<file path="config.mk">
export PLATFORM = sky130hd
export DESIGN_NAME = obstacle_speed_governor
export DESIGN_NICKNAME = d
export VERILOG_FILES = /design/src/sv/osg_pkg.sv /design/src/sv/osg_dp.sv /design/src/sv/osg_ctrl.sv /design/src/sv/obstacle_speed_governor.sv
export SDC_FILE = /design/constraint.sdc
export NUM_CORES = 2
export LEC_CHECK = 0
export BUFFER_PORTS_ARGS = -buffer_cell sky130_fd_sc_hd__buf_2
export CAP_MARGIN = 20
export CORE_UTILIZATION = 40
export DETAILED_ROUTE_END_ITERATION = 10
export SLEW_MARGIN = 25
export SYNTH_ARGS = -nofsm -noshare
export SYNTH_HDL_FRONTEND = slang
export SYNTH_HIERARCHICAL = 1
export SYNTH_SLANG_ARGS = --single-unit
export TNS_END_PERCENT = 5
</file>
<file path="constraint.sdc">
create_clock -name i_clk -period 8.74 [get_ports i_clk]
set_clock_uncertainty 0.05 [all_clocks]
set_input_delay 1.311 -clock i_clk [delete_from_list [all_inputs] [get_ports i_clk]]
set_output_delay 1.311 -clock i_clk [all_outputs]
set_load 0.005 [all_outputs]
</file>
<file path="src/sv/osg_pkg.sv">
// Shared constants, codes and controller/datapath interface types of the speed governor.
package osg_pkg;

    // Default parameter values.
    localparam int MAX_SCAN_POINTS_DEF = 4096;
    localparam int SCALE_FRAC_BITS_DEF = 16;

    // Distance sentinel meaning nothing seen.
    localparam logic [15:0] INF_MM = 16'hFFFF;

    // Forward motion starts strictly above this speed in mm/s.
    localparam logic signed [15:0] FWD_THRESHOLD = 16'sd10;

    // Input opcodes.
    localparam logic [1:0] OP_SAMPLE  = 2'd0;
    localparam logic [1:0] OP_COMMAND = 2'd1;
    localparam logic [1:0] OP_TICK    = 2'd2;

    // Configuration register indexes.
    localparam logic [2:0] CFG_STOP_DIST   = 3'd0;
    localparam logic [2:0] CFG_SLOW_DIST   = 3'd1;
    localparam logic [2:0] CFG_SECTOR_HALF = 3'd2;
    localparam logic [2:0] CFG_SCAN_POINTS = 3'd3;
    localparam logic [2:0] CFG_RANGE_FLOOR = 3'd4;
    localparam logic [2:0] CFG_RANGE_CEIL  = 3'd5;

    // Configuration reset values.
    localparam logic [15:0] RST_STOP_DIST   = 16'd400;
    localparam logic [15:0] RST_SLOW_DIST   = 16'd800;
    localparam logic [11:0] RST_SECTOR_HALF = 12'd40;
    localparam logic [12:0] RST_SCAN_POINTS = 13'd360;
    localparam logic [15:0] RST_RANGE_FLOOR = 16'd120;
    localparam logic [15:0] RST_RANGE_CEIL  = 16'd12000;

    // Result kinds.
    localparam logic KIND_VEL    = 1'b0;
    localparam logic KIND_REPORT = 1'b1;

    // Number of results an item produces.
    localparam logic [2:0] RES_NONE = 3'd0;
    localparam logic [2:0] RES_ONE  = 3'd1;
    localparam logic [2:0] RES_TICK = 3'd3;
    localparam logic [2:0] RES_STOP = 3'd4;

    // Commands from the controller to the datapath.
    typedef struct packed {
        logic capture;
        logic decode;
        logic div_step;
        logic mul_x;
        logic mul_y;
        logic fin;
        logic load_out;
        logic last;
    } t_dp_cmd;

    // Status from the datapath to the controller.
    typedef struct packed {
        logic [2:0] res_count;
        logic       need_scale;
        logic       div_last;
    } t_dp_stat;

    // Magnitude of a 16-bit signed value; the most negative value maps to 32768.
    function automatic logic [15:0] abs16(logic [15:0] v);
        logic [15:0] neg;
        neg = ~v + 16'd1;
        return v[15] ? neg : v;
    endfunction

endpackage

</file>
<file path="src/sv/osg_dp.sv">
// Datapath of the speed governor: configuration, scan minimum, divider, scaler, result registers.
module osg_dp #(
    parameter int MAX_SCAN_POINTS = osg_pkg::MAX_SCAN_POINTS_DEF,
    parameter int SCALE_FRAC_BITS = osg_pkg::SCALE_FRAC_BITS_DEF
) (
    input  logic                i_clk,
    input  logic                i_rst_n,
    input  logic                i_cfg_valid,
    input  logic [2:0]          i_cfg_index,
    input  logic [15:0]         i_cfg_data,
    input  logic [1:0]          i_opcode,
    input  logic [15:0]         i_range_mm,
    input  logic                i_range_valid,
    input  logic [11:0]         i_sample_index,
    input  logic                i_last_sample,
    input  logic signed [15:0]  i_lin_x,
    input  logic signed [15:0]  i_lin_y,
    input  logic signed [15:0]  i_lin_z,
    input  logic signed [15:0]  i_ang_x,
    input  logic signed [15:0]  i_ang_y,
    input  logic signed [15:0]  i_ang_z,
    input  osg_pkg::t_dp_cmd    i_cmd,
    output osg_pkg::t_dp_stat   o_stat,
    output logic                o_kind,
    output logic signed [15:0]  o_out_lin_x,
    output logic signed [15:0]  o_out_lin_y,
    output logic signed [15:0]  o_out_lin_z,
    output logic signed [15:0]  o_out_ang_x,
    output logic signed [15:0]  o_out_ang_y,
    output logic signed [15:0]  o_out_ang_z,
    output logic                o_obstacle,
    output logic                o_run_end
);

    localparam int NMAX_W = $clog2(MAX_SCAN_POINTS + 1);
    localparam int NW     = (NMAX_W > 13) ? NMAX_W : 13;
    localparam int SW     = NW + 1;
    localparam int FB     = SCALE_FRAC_BITS;
    localparam int PW     = 16 + FB;
    localparam int DCW    = $clog2(FB);
    localparam logic [NW-1:0]  MAX_N  = NW'(MAX_SCAN_POINTS);
    localparam logic [FB-1:0]  QMIN   = FB'((1 << FB) / 5);
    localparam logic [PW:0]    RND    = (PW + 1)'(1 << (FB - 1));
    localparam logic [DCW-1:0] DIV_LAST = DCW'(FB - 1);

    // Configuration registers.
    logic [15:0] r_stop_dist;
    logic [15:0] r_slow_dist;
    logic [11:0] r_sector_half;
    logic [12:0] r_scan_points;
    logic [15:0] r_range_floor;
    logic [15:0] r_range_ceil;

    // Block state.
    logic [15:0]        r_running_min;
    logic [15:0]        r_front_min;
    logic               r_moving_forward;
    logic signed [15:0] r_held_yaw;

    // Captured input transaction.
    logic [1:0]         r_in_opcode;
    logic [15:0]        r_in_range_mm;
    logic               r_in_range_valid;
    logic [11:0]        r_in_index;
    logic               r_in_last;
    logic signed [15:0] r_in_lin_x;
    logic signed [15:0] r_in_lin_y;
    logic signed [15:0] r_in_lin_z;
    logic signed [15:0] r_in_ang_x;
    logic signed [15:0] r_in_ang_y;
    logic signed [15:0] r_in_ang_z;

    // Divider and scaler.
    logic [15:0]    r_rem;
    logic [15:0]    r_den;
    logic [FB-1:0]  r_quot;
    logic [DCW-1:0] r_div_cnt;
    logic [PW-1:0]  r_prod;
    logic           r_prod_neg;

    // Pending result.
    logic               r_res_kind;
    logic signed [15:0] r_res_lin_x;
    logic signed [15:0] r_res_lin_y;
    logic signed [15:0] r_res_lin_z;
    logic signed [15:0] r_res_ang_x;
    logic signed [15:0] r_res_ang_y;
    logic signed [15:0] r_res_ang_z;
    logic               r_res_obstacle;

    // Output register.
    logic               r_out_kind;
    logic signed [15:0] r_out_lin_x;
    logic signed [15:0] r_out_lin_y;
    logic signed [15:0] r_out_lin_z;
    logic signed [15:0] r_out_ang_x;
    logic signed [15:0] r_out_ang_y;
    logic signed [15:0] r_out_ang_z;
    logic               r_out_obstacle;
    logic               r_out_run_end;

    logic [NW-1:0] w_scan_n;
    logic [NW-1:0] w_center;
    logic          w_in_sector;
    logic [15:0]   w_base_min;
    logic          w_hit;
    logic [15:0]   w_new_min;
    logic          w_fwd;
    logic          w_stop;
    logic          w_slow;
    logic          w_blocked;
    logic [16:0]   w_shifted;
    logic          w_ge;
    logic [15:0]   w_rem_next;
    logic [FB-1:0] w_q;
    logic [PW:0]   w_round_sum;
    logic [16:0]   w_round_mag;
    logic [16:0]   w_round_signed;
    logic [15:0]   w_scaled;

    // Sector bounds: index in [center - half, center + half], clipped to the scan.
    assign w_scan_n = (NW'(r_scan_points) < MAX_N) ? NW'(r_scan_points) : MAX_N;
    assign w_center = w_scan_n >> 1;
    assign w_in_sector = ((SW'(r_in_index) + SW'(r_sector_half)) >= SW'(w_center))
                      && (SW'(r_in_index) <= (SW'(w_center) + SW'(r_sector_half)))
                      && (NW'(r_in_index) < w_scan_n);

    // Running minimum update; index zero starts a new scan.
    assign w_base_min = (r_in_index == 12'd0) ? osg_pkg::INF_MM : r_running_min;
    assign w_hit = w_in_sector && r_in_range_valid
                && (r_in_range_mm > r_range_floor) && (r_in_range_mm < r_range_ceil)
                && (r_in_range_mm < w_base_min);
    assign w_new_min = w_hit ? r_in_range_mm : w_base_min;

    // Velocity command and tick decisions.
    assign w_fwd     = r_in_lin_x > osg_pkg::FWD_THRESHOLD;
    assign w_stop    = w_fwd && (r_front_min < r_stop_dist);
    assign w_slow    = w_fwd && !w_stop && (r_front_min < r_slow_dist);
    assign w_blocked = r_moving_forward && (r_front_min < r_stop_dist);

    // Status toward the controller.
    always_comb begin
        o_stat.res_count  = osg_pkg::RES_NONE;
        o_stat.need_scale = 1'b0;
        case (r_in_opcode)
            osg_pkg::OP_SAMPLE: begin
                o_stat.res_count = r_in_last ? osg_pkg::RES_ONE : osg_pkg::RES_NONE;
            end
            osg_pkg::OP_COMMAND: begin
                o_stat.need_scale = w_slow;
                o_stat.res_count  = w_stop ? osg_pkg::RES_STOP : osg_pkg::RES_ONE;
            end
            osg_pkg::OP_TICK: begin
                o_stat.res_count = w_blocked ? osg_pkg::RES_TICK : osg_pkg::RES_NONE;
            end
            default: begin
                o_stat.res_count = osg_pkg::RES_NONE;
            end
        endcase
        o_stat.div_last = (r_div_cnt == DIV_LAST);
    end

    // Restoring divider step, one quotient bit per cycle.
    assign w_shifted  = {r_rem, 1'b0};
    assign w_ge       = w_shifted >= {1'b0, r_den};
    assign w_rem_next = w_ge ? 16'(w_shifted - {1'b0, r_den}) : w_shifted[15:0];

    // Ratio clamped below at 0.2; it never reaches 1 on the scaling path.
    assign w_q = (r_quot < QMIN) ? QMIN : r_quot;

    // Rounding of the registered product, magnitude rounded half away from zero.
    assign w_round_sum    = {1'b0, r_prod} + RND;
    assign w_round_mag    = w_round_sum[PW:FB];
    assign w_round_signed = r_prod_neg ? (17'd0 - w_round_mag) : w_round_mag;
    assign w_scaled       = w_round_signed[15:0];

    // Configuration and block state.
    always_ff @(posedge i_clk) begin
        if (!i_rst_n) begin
            r_stop_dist      <= osg_pkg::RST_STOP_DIST;
            r_slow_dist      <= osg_pkg::RST_SLOW_DIST;
            r_sector_half    <= osg_pkg::RST_SECTOR_HALF;
            r_scan_points    <= osg_pkg::RST_SCAN_POINTS;
            r_range_floor    <= osg_pkg::RST_RANGE_FLOOR;
            r_range_ceil     <= osg_pkg::RST_RANGE_CEIL;
            r_running_min    <= osg_pkg::INF_MM;
            r_front_min      <= osg_pkg::INF_MM;
            r_moving_forward <= 1'b0;
            r_held_yaw       <= 16'sd0;
            r_div_cnt        <= '0;
        end else begin
            if (i_cfg_valid) begin
                case (i_cfg_index)
                    osg_pkg::CFG_STOP_DIST:   r_stop_dist   <= i_cfg_data;
                    osg_pkg::CFG_SLOW_DIST:   r_slow_dist   <= i_cfg_data;
                    osg_pkg::CFG_SECTOR_HALF: r_sector_half <= i_cfg_data[11:0];
                    osg_pkg::CFG_SCAN_POINTS: r_scan_points <= i_cfg_data[12:0];
                    osg_pkg::CFG_RANGE_FLOOR: r_range_floor <= i_cfg_data;
                    osg_pkg::CFG_RANGE_CEIL:  r_range_ceil  <= i_cfg_data;
                    default: ;
                endcase
            end
            if (i_cmd.decode) begin
                r_div_cnt <= '0;
                case (r_in_opcode)
                    osg_pkg::OP_SAMPLE: begin
                        r_running_min <= w_new_min;
                        if (r_in_last) begin
                            r_front_min <= w_new_min;
                        end
                    end
                    osg_pkg::OP_COMMAND: begin
                        r_moving_forward <= w_fwd;
                        r_held_yaw       <= r_in_ang_z;
                    end
                    default: ;
                endcase
            end else if (i_cmd.div_step) begin
                r_div_cnt <= r_div_cnt + DCW'(1);
            end
        end
    end

    // Input capture, divider, scaler and pending result.
    always_ff @(posedge i_clk) begin
        if (i_cmd.capture) begin
            r_in_opcode      <= i_opcode;
            r_in_range_mm    <= i_range_mm;
            r_in_range_valid <= i_range_valid;
            r_in_index       <= i_sample_index;
            r_in_last        <= i_last_sample;
            r_in_lin_x       <= i_lin_x;
            r_in_lin_y       <= i_lin_y;
            r_in_lin_z       <= i_lin_z;
            r_in_ang_x       <= i_ang_x;
            r_in_ang_y       <= i_ang_y;
            r_in_ang_z       <= i_ang_z;
        end
        if (i_cmd.decode) begin
            r_rem          <= r_front_min - r_stop_dist;
            r_den          <= r_slow_dist - r_stop_dist;
            r_res_kind     <= osg_pkg::KIND_VEL;
            r_res_lin_x    <= 16'sd0;
            r_res_lin_y    <= 16'sd0;
            r_res_lin_z    <= 16'sd0;
            r_res_ang_x    <= 16'sd0;
            r_res_ang_y    <= 16'sd0;
            r_res_ang_z    <= 16'sd0;
            r_res_obstacle <= 1'b0;
            case (r_in_opcode)
                osg_pkg::OP_SAMPLE: begin
                    r_res_kind     <= osg_pkg::KIND_REPORT;
                    r_res_obstacle <= w_new_min < r_slow_dist;
                end
                osg_pkg::OP_COMMAND: begin
                    r_res_ang_z <= r_in_ang_z;
                    if (!w_stop && !w_slow) begin
                        r_res_lin_x <= r_in_lin_x;
                        r_res_lin_y <= r_in_lin_y;
                        r_res_lin_z <= r_in_lin_z;
                        r_res_ang_x <= r_in_ang_x;
                        r_res_ang_y <= r_in_ang_y;
                    end
                end
                osg_pkg::OP_TICK: begin
                    r_res_ang_z <= r_held_yaw;
                end
                default: ;
            endcase
        end
        if (i_cmd.div_step) begin
            r_rem  <= w_rem_next;
            r_quot <= {r_quot[FB-2:0], w_ge};
        end
        // Shared multiplier: forward speed first, then sideways speed.
        if (i_cmd.mul_x) begin
            r_prod     <= PW'(osg_pkg::abs16(r_in_lin_x) * w_q);
            r_prod_neg <= r_in_lin_x[15];
        end
        if (i_cmd.mul_y) begin
            r_res_lin_x <= w_scaled;
            r_prod      <= PW'(osg_pkg::abs16(r_in_lin_y) * w_q);
            r_prod_neg  <= r_in_lin_y[15];
        end
        if (i_cmd.fin) begin
            r_res_lin_y <= w_scaled;
        end
        if (i_cmd.load_out) begin
            r_out_kind     <= r_res_kind;
            r_out_lin_x    <= r_res_lin_x;
            r_out_lin_y    <= r_res_lin_y;
            r_out_lin_z    <= r_res_lin_z;
            r_out_ang_x    <= r_res_ang_x;
            r_out_ang_y    <= r_res_ang_y;
            r_out_ang_z    <= r_res_ang_z;
            r_out_obstacle <= r_res_obstacle;
            r_out_run_end  <= i_cmd.last;
        end
    end

    assign o_kind      = r_out_kind;
    assign o_out_lin_x = r_out_lin_x;
    assign o_out_lin_y = r_out_lin_y;
    assign o_out_lin_z = r_out_lin_z;
    assign o_out_ang_x = r_out_ang_x;
    assign o_out_ang_y = r_out_ang_y;
    assign o_out_ang_z = r_out_ang_z;
    assign o_obstacle  = r_out_obstacle;
    assign o_run_end   = r_out_run_end;

endmodule

</file>
<file path="src/sv/osg_ctrl.sv">
// Controller of the speed governor: sequences decode, division, scaling and result delivery.
module osg_ctrl (
    input  logic               i_clk,
    input  logic               i_rst_n,
    input  logic               i_in_valid,
    output logic               o_in_stall,
    output logic               o_out_valid,
    input  logic               i_out_stall,
    input  osg_pkg::t_dp_stat  i_stat,
    output osg_pkg::t_dp_cmd   o_cmd
);

    typedef enum logic [6:0] {
        S_IDLE   = 7'b0000001,
        S_DECODE = 7'b0000010,
        S_DIVIDE = 7'b0000100,
        S_MULX   = 7'b0001000,
        S_MULY   = 7'b0010000,
        S_FIN    = 7'b0100000,
        S_EMIT   = 7'b1000000
    } t_state;

    t_state     r_state;
    t_state     n_state;
    logic [2:0] r_cnt;
    logic [2:0] n_cnt;
    logic       r_out_valid;
    logic       n_out_valid;
    logic       w_load;

    // The output register takes a result when it is empty or being emptied.
    assign w_load = (r_state == S_EMIT) && (!r_out_valid || !i_out_stall);

    // Commands to the datapath.
    always_comb begin
        o_cmd          = '0;
        o_cmd.capture  = (r_state == S_IDLE) && i_in_valid;
        o_cmd.decode   = (r_state == S_DECODE);
        o_cmd.div_step = (r_state == S_DIVIDE);
        o_cmd.mul_x    = (r_state == S_MULX);
        o_cmd.mul_y    = (r_state == S_MULY);
        o_cmd.fin      = (r_state == S_FIN);
        o_cmd.load_out = w_load;
        o_cmd.last     = (r_cnt == osg_pkg::RES_ONE);
    end

    // Next state and result count.
    always_comb begin
        n_state = r_state;
        n_cnt   = r_cnt;
        case (r_state)
            S_IDLE: begin
                if (i_in_valid) begin
                    n_state = S_DECODE;
                end
            end
            S_DECODE: begin
                if (i_stat.need_scale) begin
                    n_state = S_DIVIDE;
                    n_cnt   = osg_pkg::RES_ONE;
                end else if (i_stat.res_count != osg_pkg::RES_NONE) begin
                    n_state = S_EMIT;
                    n_cnt   = i_stat.res_count;
                end else begin
                    n_state = S_IDLE;
                end
            end
            S_DIVIDE: begin
                if (i_stat.div_last) begin
                    n_state = S_MULX;
                end
            end
            S_MULX: begin
                n_state = S_MULY;
            end
            S_MULY: begin
                n_state = S_FIN;
            end
            S_FIN: begin
                n_state = S_EMIT;
            end
            S_EMIT: begin
                if (w_load) begin
                    n_cnt = r_cnt - 3'd1;
                    if (r_cnt == osg_pkg::RES_ONE) begin
                        n_state = S_IDLE;
                    end
                end
            end
            default: begin
                n_state = S_IDLE;
            end
        endcase
    end

    // Output valid flag.
    always_comb begin
        if (w_load) begin
            n_out_valid = 1'b1;
        end else if (!i_out_stall) begin
            n_out_valid = 1'b0;
        end else begin
            n_out_valid = r_out_valid;
        end
    end

    always_ff @(posedge i_clk) begin
        if (!i_rst_n) begin
            r_state     <= S_IDLE;
            r_cnt       <= osg_pkg::RES_NONE;
            r_out_valid <= 1'b0;
        end else begin
            r_state     <= n_state;
            r_cnt       <= n_cnt;
            r_out_valid <= n_out_valid;
        end
    end

    assign o_in_stall  = (r_state != S_IDLE);
    assign o_out_valid = r_out_valid;

endmodule

</file>
<file path="src/sv/obstacle_speed_governor.sv">
// Obstacle speed governor top level: controller and datapath.
// A result goes through the DECODE and EMIT states into the output register; a scaled
// velocity command also goes through DIVIDE, MULX, MULY and FIN, the restoring divider
// producing one quotient bit per cycle. A new item is taken only in IDLE, after all
// results of the last one are loaded. Reset loads the default configuration, sets both
// minima to 65535 and clears the moving-forward and output valid flags.
module obstacle_speed_governor #(
    parameter int MAX_SCAN_POINTS = osg_pkg::MAX_SCAN_POINTS_DEF,
    parameter int SCALE_FRAC_BITS = osg_pkg::SCALE_FRAC_BITS_DEF
) (
    input  logic               i_clk,
    input  logic               i_rst_n,
    input  logic               i_cfg_valid,
    output logic               o_cfg_ready,
    input  logic [2:0]         i_cfg_index,
    input  logic [15:0]        i_cfg_data,
    input  logic               i_in_valid,
    output logic               o_in_stall,
    input  logic [1:0]         i_opcode,
    input  logic [15:0]        i_range_mm,
    input  logic               i_range_valid,
    input  logic [11:0]        i_sample_index,
    input  logic               i_last_sample,
    input  logic signed [15:0] i_lin_x,
    input  logic signed [15:0] i_lin_y,
    input  logic signed [15:0] i_lin_z,
    input  logic signed [15:0] i_ang_x,
    input  logic signed [15:0] i_ang_y,
    input  logic signed [15:0] i_ang_z,
    output logic               o_out_valid,
    input  logic               i_out_stall,
    output logic               o_kind,
    output logic signed [15:0] o_out_lin_x,
    output logic signed [15:0] o_out_lin_y,
    output logic signed [15:0] o_out_lin_z,
    output logic signed [15:0] o_out_ang_x,
    output logic signed [15:0] o_out_ang_y,
    output logic signed [15:0] o_out_ang_z,
    output logic               o_obstacle,
    output logic               o_run_end
);

    osg_pkg::t_dp_cmd  w_cmd;
    osg_pkg::t_dp_stat w_stat;

    // Configuration writes are taken in any cycle.
    assign o_cfg_ready = 1'b1;

    osg_ctrl u_ctrl (
        .i_clk       (i_clk),
        .i_rst_n     (i_rst_n),
        .i_in_valid  (i_in_valid),
        .o_in_stall  (o_in_stall),
        .o_out_valid (o_out_valid),
        .i_out_stall (i_out_stall),
        .i_stat      (w_stat),
        .o_cmd       (w_cmd)
    );

    osg_dp #(
        .MAX_SCAN_POINTS (MAX_SCAN_POINTS),
        .SCALE_FRAC_BITS (SCALE_FRAC_BITS)
    ) u_dp (
        .i_clk          (i_clk),
        .i_rst_n        (i_rst_n),
        .i_cfg_valid    (i_cfg_valid),
        .i_cfg_index    (i_cfg_index),
        .i_cfg_data     (i_cfg_data),
        .i_opcode       (i_opcode),
        .i_range_mm     (i_range_mm),
        .i_range_valid  (i_range_valid),
        .i_sample_index (i_sample_index),
        .i_last_sample  (i_last_sample),
        .i_lin_x        (i_lin_x),
        .i_lin_y        (i_lin_y),
        .i_lin_z        (i_lin_z),
        .i_ang_x        (i_ang_x),
        .i_ang_y        (i_ang_y),
        .i_ang_z        (i_ang_z),
        .i_cmd          (w_cmd),
        .o_stat         (w_stat),
        .o_kind         (o_kind),
        .o_out_lin_x    (o_out_lin_x),
        .o_out_lin_y    (o_out_lin_y),
        .o_out_lin_z    (o_out_lin_z),
        .o_out_ang_x    (o_out_ang_x),
        .o_out_ang_y    (o_out_ang_y),
        .o_out_ang_z    (o_out_ang_z),
        .o_obstacle     (o_obstacle),
        .o_run_end      (o_run_end)
    );

endmodule

</file>
**After elaboration in Yosys (flattened, before gate mapping)**

Cells that the tools add are included.

- Latch bits: 0
- Input bits: 152
- Memories: 0
- Output and inout port bits: 102
- Logic and storage cells: 181
- Memory bits (writable): 0
- Register bits after elaboration: 559
- Bits in read-only memories: 0

- Bitwise gates (word level): 3
- Multiply operators: 2
- Equal/unequal tests: 23
- Divide/modulo/power cells: 0
- Magnitude comparators: 13
- $add $sub $neg: 11
- Shifts and indexed selects: 0
- Muxes and demuxes: 42
- Reductions and logical operators: 40

Operators by type and width:

| operator | number |
|---|---|
| 2-to-1 mux 16 bit | 17 |
| < comparator 16 bit | 5 |
| multiplier 16 x 16 -> 32 bit | 2 |
| 2-to-1 mux 32 bit | 2 |
| case mux 7 bit (7 select lines) | 1 |
| subtractor 16 bit | 3 |
| 2-to-1 mux 7 bit | 6 |
| adder 16 x 1 -> 16 bit (second input constant) | 2 |
| adder 32 x 16 -> 32 bit (second input constant) | 1 |
| NOT 16 bit | 2 |
| case mux 16 bit (2 select lines) | 1 |
| adder 12 x 12 -> 13 bit | 2 |
| AND reduction 2 bit | 9 |
| >= comparator 17 x 16 -> 1 bit | 1 |
| > comparator 16 bit | 1 |
| > comparator 16 x 5 -> 1 bit (second input constant) | 1 |
| < comparator 16 x 14 -> 1 bit (second input constant) | 1 |
| subtractor 1 x 16 -> 16 bit (first input constant) | 1 |
| >= comparator 14 x 12 -> 1 bit | 1 |
| less-or-equal comparator 12 x 14 -> 1 bit | 1 |
| logical AND 1 bit | 13 |
| < comparator 12 x 13 -> 1 bit | 1 |
| < comparator 13 bit (second input constant) | 1 |
| 2-to-1 mux 13 bit | 1 |
| other kinds (35) | 58 |

**Longest topological paths before layout**

- Word-level depth: 12
- Mapped depth: 35
- Gate-level depth less buffers: 33

**Modules after synthesis**

Netlist, hierarchy kept.

Modules (own cells, without submodules):

| module | cells an instance | seq. area each (um^2) | area an instance (um^2) | times used |
|---|---|---|---|---|
| osg_dp | 4202 | 14584.0 | 41802.6 | 1 |
| osg_ctrl | 93 | 220.2 | 784.5 | 1 |
| obstacle_speed_governor | 2 | 0.0 | 11.3 | 1 |

**Least setup slack after synthesis**

Ideal clock, no wire load.

- Kind: register to register
- From: register u_dp.r_in_lin_y[5]
- To: register u_dp.r_prod[31] (data pin)
- Buffers on the path: 1
- Stages on the path, launching flop included: 28
- Arrival: 7.709 ns
- Slack: 0.711 ns
- Data required time: 8.420 ns
- Period minus slack after synthesis: 8.029 ns
- Setup time: 0.270 ns
- Path through: edfxtp_1 > or4_1 > or3_1 > or4_1 > o21ai_1 > xnor2_1 > clkbuf_1 > nand2_1 > fa_1 > fa_1 > inv_1 > fa_1 > fa_1 > fa_1 > inv_1 > fa_1 > inv_1 > ha_1 > o21a_1 > o21ai_0 > nand2b_1 > a21oi_1 > nor4_1 > a21o_1 > a2111oi_0 > o21bai_1 > xnor2_1 > mux2i_1

- Longest elaborated chain between the ends: 5

RTL lines:

| item | RTL line | source |
|---|---|---|
| from (decl) | osg_dp.sv:67 | `logic signed [15:0] r_in_lin_y;` |
| from (signal assigned) | osg_dp.sv:233 | `r_in_lin_y <= i_lin_y;` |
| NOT 16 bit | osg_pkg.sv:67 | `neg = ~v + 16'd1;` |
| adder 16 x 1 -> 16 bit | osg_pkg.sv:67 |  |
| 2-to-1 mux 16 bit (*) | osg_pkg.sv:68 | `return v[15] ? neg : v;` |
| multiplier 16 x 16 -> 32 bit (*) | osg_dp.sv:282 | `r_prod <= PW'(osg_pkg::abs16(r_in_lin_y) * w_q);` |
| 2-to-1 mux 32 bit (*) | osg_dp.sv:280 | `if (i_cmd.mul_y) begin` |
| to (signal assigned) | osg_dp.sv:277 | `r_prod <= PW'(osg_pkg::abs16(r_in_lin_x) * w_q);` |
| to (signal assigned) | osg_dp.sv:282 |  |
| to (decl) | osg_dp.sv:78 | `logic [PW-1:0] r_prod;` |

Every way passes the cells marked *; elsewhere a longest branch is shown, timed or not.
A chain may end at the register's enable or synchronous reset.

**Worst setup path in the final report**

Same ends and word-level chain as after synthesis.

==> key figures <==
Global routing
  • Global-route wire length before repair: 180300 µm
  • Grt ovf: 0
  • Vias in the first global route: 30910
  • Largest net degree at the start of global routing: 106
  • Antenna violations before repair: 14
  • GR Util All Layers: 21.68%

Timing
  • Final min period: 8.378 ns
  • Fmax: 119.4 MHz
  • Period utilisation layout: 95.86%
  • Worst Max-Slew Pin Slew: 1.129 ns
  • Setup tns final: 0 ns
  • Fin. Hold Viols: 0
  • Max Slew Vio Count: 0
  • Max transition margin: 24.22%
  • RSZ-0062 raised after global routing: yes
  • Setup violators final: 0

Floorplanning
  • Die area: 107800 µm²
  • Io pins: 254
  • Num rows: 119
  • Starting Density: 40.41%
  • CORE AREA: 105400 µm²
  • Die height: 328.3 µm
  • Die width: 328.3 µm

Job
  • MaxCap Viol Count: 0

Synth
  • Mapped Nets: 5236
  • Cells after Synth: 4297
  • Post-synth EDFFs: 391
  • Synth Cell Area: 42600 µm²
  • Synth Area in Adders: 30.01%
  • Main combinational cell family by area after synthesis: adder cells
  • Flops & latches, synth: 544
  • Main synth FF type: edfxtp_1
  • Complex-gate fraction of the synthesized area: 9.552%
  • XOR/XNOR share of the synthesized area: 3.372%
  • Asr flop ratio synth: 0%
  • Post-synthesis mux area share: 0.4553%
  • Sequential-to-total area share from yosys stat: 34.75%
  • Unique masters post-synth: 93
  • Post-Synth Simple-Gate Area: 15.03%
  • YS warnings: 6
  • Synthesized area per cell: 9.914 µm²

Worst setup path
  • Slowest stage cell, crit path: a2111oi_1
  • Crit Path Max Fanout: 10
  • Startpoint Class: register
  • Worst path buffer plus inverter count: 3
  • RR Startpoint: u_dp/r_in_lin_y[5]
  • WS Path Type: reg -> reg
  • Worst path arrival time: 8.72 ns
  • Worst path max stage delay: 0.59 ns
  • Crit. End Element: register
  • Cell repeated most along the worst path: fa_1
  • FF-to-FF End: u_dp/r_prod[31]
  • R2R cell count: 26
  • WP data required: 9.09 ns
  • Top Family by Delay on Critical Path: adder cells
  • Flop2flop setup slack: 0.36 ns

Clock network
  • Clk_lat worst skew: 0.67 ns
  • Clock transition at path regs: 0.06 ns
  • Sink Count: 544
  • Clk root buf: clkbuf_16
  • H-tree depth: 2
  • Clock Path Buffers: 3
  • Cts hold-fix bufs: 0
  • Total CTS buffers: 57
  • CTS tree: done

Routing
  • DR vias: 31040
  • DR pass1 iterations: 10
  • DRC: 4
  • Remaining antenna violation count: 0
  • DR iter-0 viols: 2210
  • Detailed Route WL: 116600 µm
  • Routed wire per std cell: 19.47 µm
  • Routed vias/inst: 5.184

Cells and area
  • Most frequent cells in the layout: nand2_1 (626), inv_1 (592), ha_1 (395)
  • Largest reg by FF count: u_dp/r_prod
  • Final nets: 5484
  • Fin area: 47720 µm²
  • Post-route insts no fill: 5987
  • Area Overhead vs Synth: 12.03%
  • Commonest non-fill, non-tap cell in the layout: nand2_1
  • Share of layout cells above drive strength 1: 11.10%
  • Max reg flops: 17

Place
  • Placed inst area: 45800 µm²
  • Port bufs: 252
  • Placer Congestion: 0.9409
  • Placed Instances: 5876
  • Dpl hpwl: 90410 µm

Worst hold path
  • Min-Delay Endpoint: u_dp/o_out_ang_x[1]
  • Hold Crit Class: reg -> reg
  • Worst Hold Path Cells: 0
  • Hold_sp: u_dp/r_res_ang_x[1]

Status
  • Failing checks: DRC
  • Status: finished with violations
worst register-to-register path: cells and delay by family, from the launching register on:
family | cells | cell delay, ns
buffers and inverters | 3 | 0.14
XOR/XNOR | 2 | 0.59
flip-flops | 1 | 0.39
adder cells (fa/ha/maj) | 7 | 3.32
AO/OA/AOI/OAI | 5 | 1.41
multiplexers | 1 | 0.08
AND/OR/NAND/NOR | 8 | 2.12
kinds of logic after synthesis:
logic type,Yosys count
other,1
buffers and inverters,761
adders and majority gates,787
AOI/OAI and AO/OA,597
muxes,19
and+or+nand+nor,1424
DFF,544
xor gates and xnor gates,164
per-layer routing:
metal | routed length (µm) | part of all wire (%) | vias up | global-route usage, %
met5 | 111 | 0.095 | - | 0
met3 | 6999 | 6.0 | 212 | 3.727
met4 | 3611 | 3.1 | 18 | 6.603
li1 | - | - | 14720 | -
met2 | 54710 | 47 | 898 | 35.57
met1 | 51130 | 44 | 15190 | 29.20
what timing repair did:
item                       CTS  global route
buffers inserted             0             1
setup endpoints to repair    0            10
resized for setup            0             5
worst max path at each step:
stage,from,to,slack [ns],cells after the start
final,u_dp/r_in_lin_y[5],u_dp/r_prod[31],0.36,26
after global routing,u_dp/r_in_lin_y[5],u_dp/r_prod[31],-0.004,27
after CTS,u_dp/r_in_lin_y[5],u_dp/r_prod[31],0.20,26
after detailed placement,u_dp/r_in_lin_y[2],u_dp/r_prod[31],0.21,26
after global placement,u_dp/r_in_lin_y[5],u_dp/r_prod[31],0.39,26
after floorplan,u_dp/r_in_lin_y[5],u_dp/r_prod[31],0.71,27
layout make-up:
class                      instances  area (µm²)
fill                           10050       57690
tap                             1391        1740
multi-input combinational       2992       24980
clock inverter                    39       386.6
sequential                       544       14800
antenna                            3       7.507
timing repair buffer             356        2069
clock buffer                      68        1509
inverter                         594        2230
cells in the mapped netlist (all sizes together), types with 35 or more instances:
library cell,instances,area (µm²)
nand3,77,385.4
a21boi,91,683.2
edfxtp,391,11740
fa,391,7828
nor2,363,1365
dfxtp,153,3063
a21o,65,488.0
o21ai,114,570.6
and2,110,710.7
o211ai,35,262.8
xor2,74,648.1
nor3,47,256.5
inv,594,2230
a21oi,117,589.3
nor2b,52,325.3
nand2,628,2362
xnor2,90,788.3
ha,396,4955
clkbuf,143,536.8
stage by stage:
step	hold slack [ns]	setup slack (ns)	util, %
after floorplan	0.3503	0.7110	-
after global placement	0.3508	0.3904	43.43
after detailed placement	0.3545	0.2062	43.45
after CTS	0.3666	0.2006	45.25
after global routing	0.3745	-0.004195	45.27
final	0.3651	0.3623	45.27
Power is not shown: default switching activity piles up to over one toggle a cycle in this logic, so the estimate is an artifact.
